===== src/hw/rtl/frame_change_detector_macros.svh =====
// Assertion macros for the frame change detector.
// Each macro expects clk and rst_n in the scope where it is used.
`ifndef FRAME_CHANGE_DETECTOR_MACROS_SVH
`define FRAME_CHANGE_DETECTOR_MACROS_SVH

`ifndef ASSERT_OFF

// same-cycle implication
`define FCD_ASSERT_IMPL(lbl, ante, cons, msg) \
  lbl: assert property (@(posedge clk) disable iff (!rst_n) (ante) |-> (cons)) \
    else $error(msg);

// next-cycle implication
`define FCD_ASSERT_NEXT(lbl, ante, cons, msg) \
  lbl: assert property (@(posedge clk) disable iff (!rst_n) (ante) |=> (cons)) \
    else $error(msg);

`else

`define FCD_ASSERT_IMPL(lbl, ante, cons, msg)
`define FCD_ASSERT_NEXT(lbl, ante, cons, msg)

`endif

`endif


===== src/hw/rtl/fcd_pkg.sv =====
`timescale 1ns / 1ps

package fcd_pkg;

  // command codes
  localparam logic [1:0] CMD_BEGIN = 2'd0;
  localparam logic [1:0] CMD_CLIP  = 2'd1;
  localparam logic [1:0] CMD_RECT  = 2'd2;
  localparam logic [1:0] CMD_END   = 2'd3;

  // register map, indexed by paddr[2]
  localparam int          CFG_ADDR_W   = 3;
  localparam logic        REG_ORIGIN_X = 1'b0;
  localparam logic        REG_ORIGIN_Y = 1'b1;

  // FNV-1a
  localparam logic [31:0] FNV_BASIS = 32'd2166136261;
  localparam logic [31:0] FNV_PRIME = 32'd16777619;

  // bytes folded per command
  localparam int HASH_BYTES_CLIP = 17;
  localparam int HASH_BYTES_RECT = 21;
  localparam int HCNT_W          = $clog2(HASH_BYTES_RECT + 1);
  localparam int HBUF_W          = 8 * HASH_BYTES_RECT;

  // coordinate widths: stored 18 bits, edge sums in 19 bits
  localparam int CRD_W = 18;
  localparam int SUM_W = 19;

  typedef struct packed {
    logic [1:0]         command;
    logic signed [15:0] rect_x;
    logic signed [15:0] rect_y;
    logic [14:0]        rect_width;
    logic [14:0]        rect_height;
    logic [7:0]         color_red;
    logic [7:0]         color_green;
    logic [7:0]         color_blue;
    logic [7:0]         color_alpha;
    logic [14:0]        surface_width;
    logic [14:0]        surface_height;
  } in_item_t;

  typedef struct packed {
    logic        accepted;
    logic        hashed;
    logic        redraw;
    logic [31:0] frame_hash;
  } out_item_t;

endpackage


===== src/hw/rtl/frame_change_detector.sv =====
`timescale 1ns / 1ps
// Channel  Direction  Handshake            Payload
// in       input      in_valid/in_ready    fcd_pkg::in_item_t
// out      output     out_valid/out_ready  fcd_pkg::out_item_t
// cfg      input      APB psel/penable     origin_x, origin_y
//
// An item passes through ST_EVAL and then ST_FIN; when it is folded into the
// hash (17 or 21 bytes, one byte per cycle through the single xor-multiply
// unit) it passes through ST_HASH between them, and ST_FIN holds it for as
// long as the previous result still waits in the result register.
// Synchronous active-low reset; no clearing pass is needed.
// A waiting result does not block the next item from being accepted, only
// from finishing.

`include "frame_change_detector_macros.svh"

module frame_change_detector (
  input  logic                              clk,
  input  logic                              rst_n,
  input  logic                              in_valid,
  output logic                              in_ready,
  input  fcd_pkg::in_item_t                 in_data,
  output logic                              out_valid,
  input  logic                              out_ready,
  output fcd_pkg::out_item_t                out_data,
  input  logic                              psel,
  input  logic                              penable,
  input  logic                              pwrite,
  input  logic [fcd_pkg::CFG_ADDR_W-1:0]    paddr,
  input  logic [31:0]                       pwdata,
  output logic [31:0]                       prdata,
  output logic                              pready
);

  typedef enum logic [3:0] {
    ST_IDLE = 4'b0001,
    ST_EVAL = 4'b0010,
    ST_HASH = 4'b0100,
    ST_FIN  = 4'b1000
  } state_t;

  state_t                            state_r, state_nxt;
  logic signed [15:0]                origin_x_r, origin_y_r;
  logic [14:0]                       surf_w_r, surf_h_r, surf_w_nxt, surf_h_nxt;
  logic signed [fcd_pkg::CRD_W-1:0]  clip_x_r, clip_y_r, clip_x_nxt, clip_y_nxt;
  logic [15:0]                       clip_w_r, clip_h_r, clip_w_nxt, clip_h_nxt;
  logic [31:0]                       cur_r, cur_nxt, prev_r, prev_nxt;
  logic                              first_r, first_nxt;
  fcd_pkg::in_item_t                 item_r;
  logic signed [fcd_pkg::CRD_W-1:0]  x_r, y_r;
  logic                              acc_r, hsh_r, red_r, acc_nxt, hsh_nxt, red_nxt;
  logic [fcd_pkg::HBUF_W-1:0]        hbuf_r, hbuf_nxt;
  logic [fcd_pkg::HCNT_W-1:0]        hcnt_r, hcnt_nxt;
  logic                              out_valid_r;
  fcd_pkg::out_item_t                out_data_r;

  logic                              in_fire, out_load, cfg_wr;
  logic [31:0]                       mix, prod;

  // edge arithmetic
  logic signed [fcd_pkg::SUM_W-1:0]  xe, ye, xw, yh, sw, sh;
  logic signed [fcd_pkg::SUM_W-1:0]  x1, y1, x2, y2, dx, dy;
  logic signed [fcd_pkg::SUM_W-1:0]  cxe, cye, cxw, cyh, iw, ih;
  logic                              overlap;
  logic [31:0]                       wd_x, wd_y, wd_w, wd_h;

  assign in_ready  = (state_r == ST_IDLE);
  assign in_fire   = in_valid && in_ready;
  assign out_load  = (state_r == ST_FIN) && (!out_valid_r || out_ready);
  assign out_valid = out_valid_r;
  assign out_data  = out_data_r;

  // configuration port
  assign pready = 1'b1;
  assign cfg_wr = psel && penable && pwrite;
  always_comb begin
    case (paddr[2])
      fcd_pkg::REG_ORIGIN_X: prdata = {{16{origin_x_r[15]}}, origin_x_r};
      fcd_pkg::REG_ORIGIN_Y: prdata = {{16{origin_y_r[15]}}, origin_y_r};
      default:               prdata = '0;
    endcase
  end

  // shared hash unit: one byte per cycle
  assign mix  = cur_r ^ {24'd0, hbuf_r[7:0]};
  assign prod = mix * fcd_pkg::FNV_PRIME;

  // operands widened for edge sums
  always_comb begin
    xe  = {x_r[fcd_pkg::CRD_W-1], x_r};
    ye  = {y_r[fcd_pkg::CRD_W-1], y_r};
    xw  = xe + $signed({4'd0, item_r.rect_width});
    yh  = ye + $signed({4'd0, item_r.rect_height});
    sw  = $signed({4'd0, surf_w_r});
    sh  = $signed({4'd0, surf_h_r});
    cxe = {clip_x_r[fcd_pkg::CRD_W-1], clip_x_r};
    cye = {clip_y_r[fcd_pkg::CRD_W-1], clip_y_r};
    cxw = cxe + $signed({3'd0, clip_w_r});
    cyh = cye + $signed({3'd0, clip_h_r});
    // set clip: cut to the surface
    x1  = (xe < 0) ? '0 : xe;
    y1  = (ye < 0) ? '0 : ye;
    x2  = (xw < sw) ? xw : sw;
    y2  = (yh < sh) ? yh : sh;
    dx  = x2 - x1;
    dy  = y2 - y1;
    // draw rectangle: overlap with edges touching, then intersection size
    overlap = (item_r.rect_width != '0) && (item_r.rect_height != '0) &&
              (xw >= cxe) && (xe <= cxw) && (yh >= cye) && (ye <= cyh);
    iw  = ((xw < cxw) ? xw : cxw) - ((xe > cxe) ? xe : cxe);
    ih  = ((yh < cyh) ? yh : cyh) - ((ye > cye) ? ye : cye);
  end

  // sequencer and state update
  always_comb begin
    state_nxt  = state_r;
    surf_w_nxt = surf_w_r;
    surf_h_nxt = surf_h_r;
    clip_x_nxt = clip_x_r;
    clip_y_nxt = clip_y_r;
    clip_w_nxt = clip_w_r;
    clip_h_nxt = clip_h_r;
    cur_nxt    = cur_r;
    prev_nxt   = prev_r;
    first_nxt  = first_r;
    acc_nxt    = acc_r;
    hsh_nxt    = hsh_r;
    red_nxt    = red_r;
    hbuf_nxt   = hbuf_r;
    hcnt_nxt   = hcnt_r;
    wd_x       = '0;
    wd_y       = '0;
    wd_w       = '0;
    wd_h       = '0;
    case (state_r)
      ST_IDLE: begin
        if (in_fire) begin
          state_nxt = ST_EVAL;
        end
      end
      ST_EVAL: begin
        acc_nxt   = 1'b0;
        hsh_nxt   = 1'b0;
        red_nxt   = 1'b0;
        state_nxt = ST_FIN;
        case (item_r.command)
          fcd_pkg::CMD_BEGIN: begin
            if (item_r.surface_width != surf_w_r ||
                item_r.surface_height != surf_h_r) begin
              first_nxt = 1'b1;
              prev_nxt  = fcd_pkg::FNV_BASIS - 32'd1;
            end
            surf_w_nxt = item_r.surface_width;
            surf_h_nxt = item_r.surface_height;
            cur_nxt    = fcd_pkg::FNV_BASIS;
            clip_x_nxt = '0;
            clip_y_nxt = '0;
            clip_w_nxt = {1'b0, item_r.surface_width};
            clip_h_nxt = {1'b0, item_r.surface_height};
          end
          fcd_pkg::CMD_CLIP: begin
            clip_x_nxt = x1[fcd_pkg::CRD_W-1:0];
            clip_y_nxt = y1[fcd_pkg::CRD_W-1:0];
            clip_w_nxt = (dx > 0) ? dx[15:0] : '0;
            clip_h_nxt = (dy > 0) ? dy[15:0] : '0;
            acc_nxt    = 1'b1;
            wd_x = {{(32-fcd_pkg::SUM_W){x1[fcd_pkg::SUM_W-1]}}, x1};
            wd_y = {{(32-fcd_pkg::SUM_W){y1[fcd_pkg::SUM_W-1]}}, y1};
            wd_w = {16'd0, dx[15:0]};
            wd_h = {16'd0, dy[15:0]};
            if (dx > 0 && dy > 0) begin
              hsh_nxt   = 1'b1;
              hcnt_nxt  = fcd_pkg::HCNT_W'(fcd_pkg::HASH_BYTES_CLIP);
              state_nxt = ST_HASH;
            end
          end
          fcd_pkg::CMD_RECT: begin
            wd_x = {{(32-fcd_pkg::CRD_W){x_r[fcd_pkg::CRD_W-1]}}, x_r};
            wd_y = {{(32-fcd_pkg::CRD_W){y_r[fcd_pkg::CRD_W-1]}}, y_r};
            wd_w = {17'd0, item_r.rect_width};
            wd_h = {17'd0, item_r.rect_height};
            if (overlap) begin
              acc_nxt = 1'b1;
              if (iw > 0 && ih > 0) begin
                hsh_nxt   = 1'b1;
                hcnt_nxt  = fcd_pkg::HCNT_W'(fcd_pkg::HASH_BYTES_RECT);
                state_nxt = ST_HASH;
              end
            end
          end
          default: begin
            // end frame
            if (first_r || cur_r != prev_r) begin
              red_nxt   = 1'b1;
              prev_nxt  = cur_r;
              first_nxt = 1'b0;
            end
          end
        endcase
        // byte packing, first byte in the low lane
        hbuf_nxt = {item_r.color_alpha, item_r.color_blue, item_r.color_green,
                    item_r.color_red, wd_h, wd_w, wd_y, wd_x,
                    {6'd0, item_r.command}};
      end
      ST_HASH: begin
        cur_nxt  = prod;
        hbuf_nxt = hbuf_r >> 8;
        hcnt_nxt = hcnt_r - 1'b1;
        if (hcnt_r == fcd_pkg::HCNT_W'(1)) begin
          state_nxt = ST_FIN;
        end
      end
      ST_FIN: begin
        if (out_load) begin
          state_nxt = ST_IDLE;
        end
      end
      default: begin
        state_nxt = ST_IDLE;
      end
    endcase
  end

  // control and model state
  always_ff @(posedge clk) begin
    if (!rst_n) begin
      state_r     <= ST_IDLE;
      out_valid_r <= 1'b0;
      origin_x_r  <= '0;
      origin_y_r  <= '0;
      surf_w_r    <= '0;
      surf_h_r    <= '0;
      clip_x_r    <= '0;
      clip_y_r    <= '0;
      clip_w_r    <= '0;
      clip_h_r    <= '0;
      cur_r       <= fcd_pkg::FNV_BASIS;
      prev_r      <= fcd_pkg::FNV_BASIS - 32'd1;
      first_r     <= 1'b1;
    end else begin
      state_r  <= state_nxt;
      surf_w_r <= surf_w_nxt;
      surf_h_r <= surf_h_nxt;
      clip_x_r <= clip_x_nxt;
      clip_y_r <= clip_y_nxt;
      clip_w_r <= clip_w_nxt;
      clip_h_r <= clip_h_nxt;
      cur_r    <= cur_nxt;
      prev_r   <= prev_nxt;
      first_r  <= first_nxt;
      if (out_load) begin
        out_valid_r <= 1'b1;
      end else if (out_ready) begin
        out_valid_r <= 1'b0;
      end
      if (cfg_wr) begin
        case (paddr[2])
          fcd_pkg::REG_ORIGIN_X: origin_x_r <= pwdata[15:0];
          fcd_pkg::REG_ORIGIN_Y: origin_y_r <= pwdata[15:0];
          default: ;
        endcase
      end
    end
  end

  // payload
  always_ff @(posedge clk) begin
    if (in_fire) begin
      item_r <= in_data;
      x_r    <= {{2{in_data.rect_x[15]}}, in_data.rect_x} -
                {{2{origin_x_r[15]}}, origin_x_r};
      y_r    <= {{2{in_data.rect_y[15]}}, in_data.rect_y} -
                {{2{origin_y_r[15]}}, origin_y_r};
    end
    acc_r  <= acc_nxt;
    hsh_r  <= hsh_nxt;
    red_r  <= red_nxt;
    hbuf_r <= hbuf_nxt;
    hcnt_r <= hcnt_nxt;
    if (out_load) begin
      out_data_r.accepted   <= acc_r;
      out_data_r.hashed     <= hsh_r;
      out_data_r.redraw     <= red_r;
      out_data_r.frame_hash <= cur_r;
    end
  end

  // checks
  `FCD_ASSERT_NEXT(a_accept_eval, in_fire, state_r == ST_EVAL, "item not evaluated after accept")
  `FCD_ASSERT_IMPL(a_hash_count, state_r == ST_HASH, hcnt_r != '0, "hash step with no bytes left")
  `FCD_ASSERT_IMPL(a_hashed_acc, out_valid_r && out_data_r.hashed, out_data_r.accepted, "hashed item not accepted")
  `FCD_ASSERT_IMPL(a_redraw_only, out_valid_r && out_data_r.redraw, !out_data_r.accepted && !out_data_r.hashed, "redraw on a drawing command")

endmodule


===== config.mk =====
export PLATFORM = sky130hd
export DESIGN_NAME = frame_change_detector
export DESIGN_NICKNAME = d
export VERILOG_FILES = /design/src/hw/rtl/fcd_pkg.sv /design/src/hw/rtl/frame_change_detector.sv
export VERILOG_INCLUDE_DIRS = /design/src /design/src/hw/rtl
export SDC_FILE = /design/constraint.sdc
export NUM_CORES = 2
export LEC_CHECK = 0
export BUFFER_PORTS_ARGS = -buffer_cell sky130_fd_sc_hd__buf_2
export CAP_MARGIN = 20
export CORE_MARGIN = 5
export CORE_UTILIZATION = 43
export DETAILED_ROUTE_END_ITERATION = 16
export GPL_TIMING_DRIVEN = 0
export PLACE_DENSITY = 0.72
export RECOVER_POWER = 100
export SKIP_CTS_REPAIR_TIMING = 1
export SLEW_MARGIN = 20
export SYNTH_ARGS = -nofsm -noshare
export SYNTH_HDL_FRONTEND = slang
export SYNTH_SLANG_ARGS = --single-unit

===== constraint.sdc =====
create_clock -name clk -period 9.15 [get_ports clk]
set_input_delay 0.915 -clock clk [delete_from_list [all_inputs] [get_ports clk]]
set_output_delay 0.915 -clock clk [all_outputs]
set_load 0.005 [all_outputs]

==> results.toml <==
[status]
status = "finished, violations left"
violations = "capacitance limit, slew limit"

[timing]
fin_crit_ns = 8.94
fin_crit_sh_pct = 97.7
worst_pin_slew_ns = 2.83
max_clock_freq_ghz = 0.112
finalSetupTns_ns = 0
finalMaxSlewViolations = 337
fin_worst_skew_ns = 0.0512
slew_headroom_pct = -88.9
hold_viol = 0
setup_viol_count_final = 0

[floorplanning]
die_height_um = 313
start_util_pct = 43.2
num_rows = 111
fp.coreArea_sq_um = 91400
ios = 238
fp.dieW_um = 313
fp.dieArea_sq_um = 97900

[finish]
drive_gt1_share_pct = 7.42
final_cell_mix = "nand2_1, ha_1, inv_1"
layout.nets = 5331
stdcell_area_sq_um = 44200
final_common_cell = "nand2_1"
area_delta_synth_final_pct = 11.9

[critical_path]
crit_family = "compound AO/OA/AOI/OAI gates"
worstRegToRegCells = 32
start_kind = "flip-flop"
crit_type = "reg2reg"
reg2reg_from = "item_r[77]$_DFFE_PP_"
cp.arrival_ns = 9.29
cp_num_cells = 32
critPathLaunch = "item_r[77]$_DFFE_PP_"
crit_end = "hcnt_r[0]$_SDFFCE_PN1P_"
cp.required_ns = 9.50
max_stage_delay_ns = 0.58
cp_slowest_cell = "o31ai_4"
r2r_slack_ns = 0.21
cp-end-kind = "flip-flop"
critPathMaxFanout = 10
crit_top_cell = "ha_1"
reg2reg_to = "hcnt_r[0]$_SDFFCE_PN1P_"
crit_buf_inv = 3

[route]
wl_um = 129000
wl_per_cell_um = 22.1
vias = 33450
ant_nets = 0
drc = 0
dr.pass1.iters = 6
viasPerCell = 5.75
drtIter0Drc = 3212

[yosys]
synthTopCellsByArea = "edfxtp_1, ha_1, dfxtp_1"
synth_nets = 5034
yosysUniqueCellTypes = 93
synth_edf_count = 339
async_flop_share_pct = 0
seq_area_frac_synth_pct = 35.7
yosys.area.top_type = "edfxtp_1"
avgSynthCellArea_sq_um = 9.23
syn-cell-area_sq_um = 39500
ys_ff_latch = 535
ys_warn_count = 0
ys.flop_type = "edfxtp_1"
synthCells = 4276
synth_top_area_share_pct = 25.8

[clocking]
cts_max_level = 2
cts.sinks = 535
clkTransAtPathRegs_ns = 0.07
clockBufferDepth = 3
clk_latency_ns = 0.67
cts_made_buffers = 60
root_buffer = "clkbuf_16"
cts_tree = "built"

[pwr]
swShare_pct = 47.3
p_int_mw = 7.96
clockPowerShare_pct = 16.0
pwr-share-seq_pct = 22.1
power_switching_mw = 7.16
ir_drop_uv = 193
cellPowerDensity_nw_per_um2 = 342
p_comb_share_pct = 61.9
p_leak_nw = 18.4

[grt]
grt_first_pass_wirelength_um = 192000
grt_use_total_pct = 25.4
grt_pass1_vias = 31859
gr-total-overflow = 0
grt_antenna_before_repair = 20
grt_max_degree = 55

[worst_hold_path]
hp-class = "in2reg"

[place]
dp_hpwl_um = 101000
gp_congestion = 1.01
portBuffers = 216
dpl_cell_area_sq_um = 42200

[job]
drv_cap = 9
==> cell families after synthesis <==
family / count (synthesis) / share of synthesized area, %
compound gates: 1039 / 17.1
mux: 61 / 1.59
simple gates: 1184 / 14.1
fa+ha+maj: 592 / 20.4
xor+xnor: 207 / 4.63
buf+inv: 657 / 6.43
other cells: 1 / 0.00950
flops: 535 / 35.7
==> synthesized netlist by cell type, types with 11 or more instances <==
| master | instances |
|---|---|
| nand4_1 | 42 |
| a211oi_1 | 18 |
| and2_1 | 75 |
| clkbuf_1 | 128 |
| a31oi_1 | 23 |
| xnor2_1 | 102 |
| o31a_1 | 11 |
| a21boi_0 | 85 |
| or3_1 | 16 |
| o211ai_1 | 15 |
| o21ai_0 | 281 |
| xor2_1 | 104 |
| nand2_1 | 509 |
| nor2_1 | 207 |
| a22oi_1 | 57 |
| and3_1 | 18 |
| mux2i_1 | 51 |
| o21bai_1 | 21 |
| inv_1 | 495 |
| nor4_1 | 32 |
| dfxtp_1 | 196 |
| nand2b_1 | 36 |
| a21o_1 | 86 |
| a211o_1 | 11 |
| nor2b_1 | 73 |
| fa_1 | 84 |
| o22ai_1 | 12 |
| edfxtp_1 | 339 |
| a22o_1 | 37 |
| nor3_1 | 62 |
| nand3_1 | 56 |
| buf_4 | 18 |
| a21oi_1 | 224 |
| o21a_1 | 43 |
| a2111oi_0 | 13 |
| ha_1 | 506 |
==> how the worst min path moves through the flow <==
stage                               start  slack [ns]                          to  depth (start not counted)
2_1_floorplan         red_r$_SDFFCE_PP0P_        0.40      out_data[32]$_DFFE_PP_                          0
3_5_place_dp   origin_x_r[6]$_SDFFE_PN0P_        0.46  origin_x_r[6]$_SDFFE_PN0P_                          2
4_1_cts                       in_data[74]        0.39        item_r[74]$_DFFE_PP_                          1
6_report                      in_data[75]        0.42        item_r[75]$_DFFE_PP_                          1
3_3_place_gp   origin_x_r[7]$_SDFFE_PN0P_        0.45  origin_x_r[7]$_SDFFE_PN0P_                          2
5_1_grt                       in_data[71]        0.41        item_r[71]$_DFFE_PP_                          1
==> per-layer routing <==
| metal | vias up | share of wire, % | track usage [%] |
|---|---|---|---|
| met5 | - | 0.082 | 0 |
| met4 | 16 | 5.0 | 10.6 |
| met3 | 320 | 9.8 | 4.46 |
| met2 | 1530 | 44 | 40.2 |
| met1 | 15896 | 41 | 34.6 |
| li1 | 15688 | - | - |
==> registers in the layout, indices dropped and copies added, names as in the netlist, 17 cells and up <==
signal and flops:
out_data 35, prev_r 32, x_r 17, hbuf_r 168, y_r 17, item_r 94, cur_r 32
==> area by class of cell <==
| type | instances | area, sq um |
|---|---|---|
| Clock buffer | 83 | 1660 |
| Buffer | 158 | 673 |
| Tap cell | 1186 | 1480 |
| Fill cell | 8620 | 47200 |
| Sequential cell | 535 | 14100 |
| Multi-Input combinational cell | 3084 | 22900 |
| Clock inverter | 29 | 265 |
| Inverter | 497 | 1870 |
| Timing Repair Buffer | 237 | 1140 |
| Antenna cell | 10 | 25.0 |
==> power groups by stage <==
stage / sequential, mW / clock (mW) / combinational (mW)
after floorplan: 3.17 / 0 / 6.68
after global placement: 3.45 / 0 / 8.80
after detailed placement: 3.38 / 0 / 8.96
after CTS: 3.33 / 2.45 / 9.02
after global routing: 3.35 / 2.55 / 10.3
final: 3.35 / 2.42 / 9.35
==> worst register-to-register path, delay by kind of cell, from the launching register on <==
| family | cells | cell delay (ns) |
|---|---|---|
| compound gates | 12 | 2.84 |
| xor+xnor | 1 | 0.26 |
| flops | 1 | 0.46 |
| mux | 1 | 0.29 |
| simple gates | 9 | 2.34 |
| fa+ha+maj | 6 | 1.83 |
| buf+inv | 3 | 0.63 |
==> per-stage QoR <==
step                total power [mW]  utilization [%]  instances  worst slack (ns)  hold WS, ns
global route                    16.2             48.3       5812           -0.0786        0.407
detailed placement              12.3             46.2       5685             -1.07        0.457
CTS                             14.8             48.3       5797             -1.13        0.391
floorplan                       9.85                -       4276              1.48        0.400
global placement                12.3             46.0       5678             -1.49        0.452
finish                          15.1             48.3       5819             0.212        0.417
(Power assumes the default switching activity.)
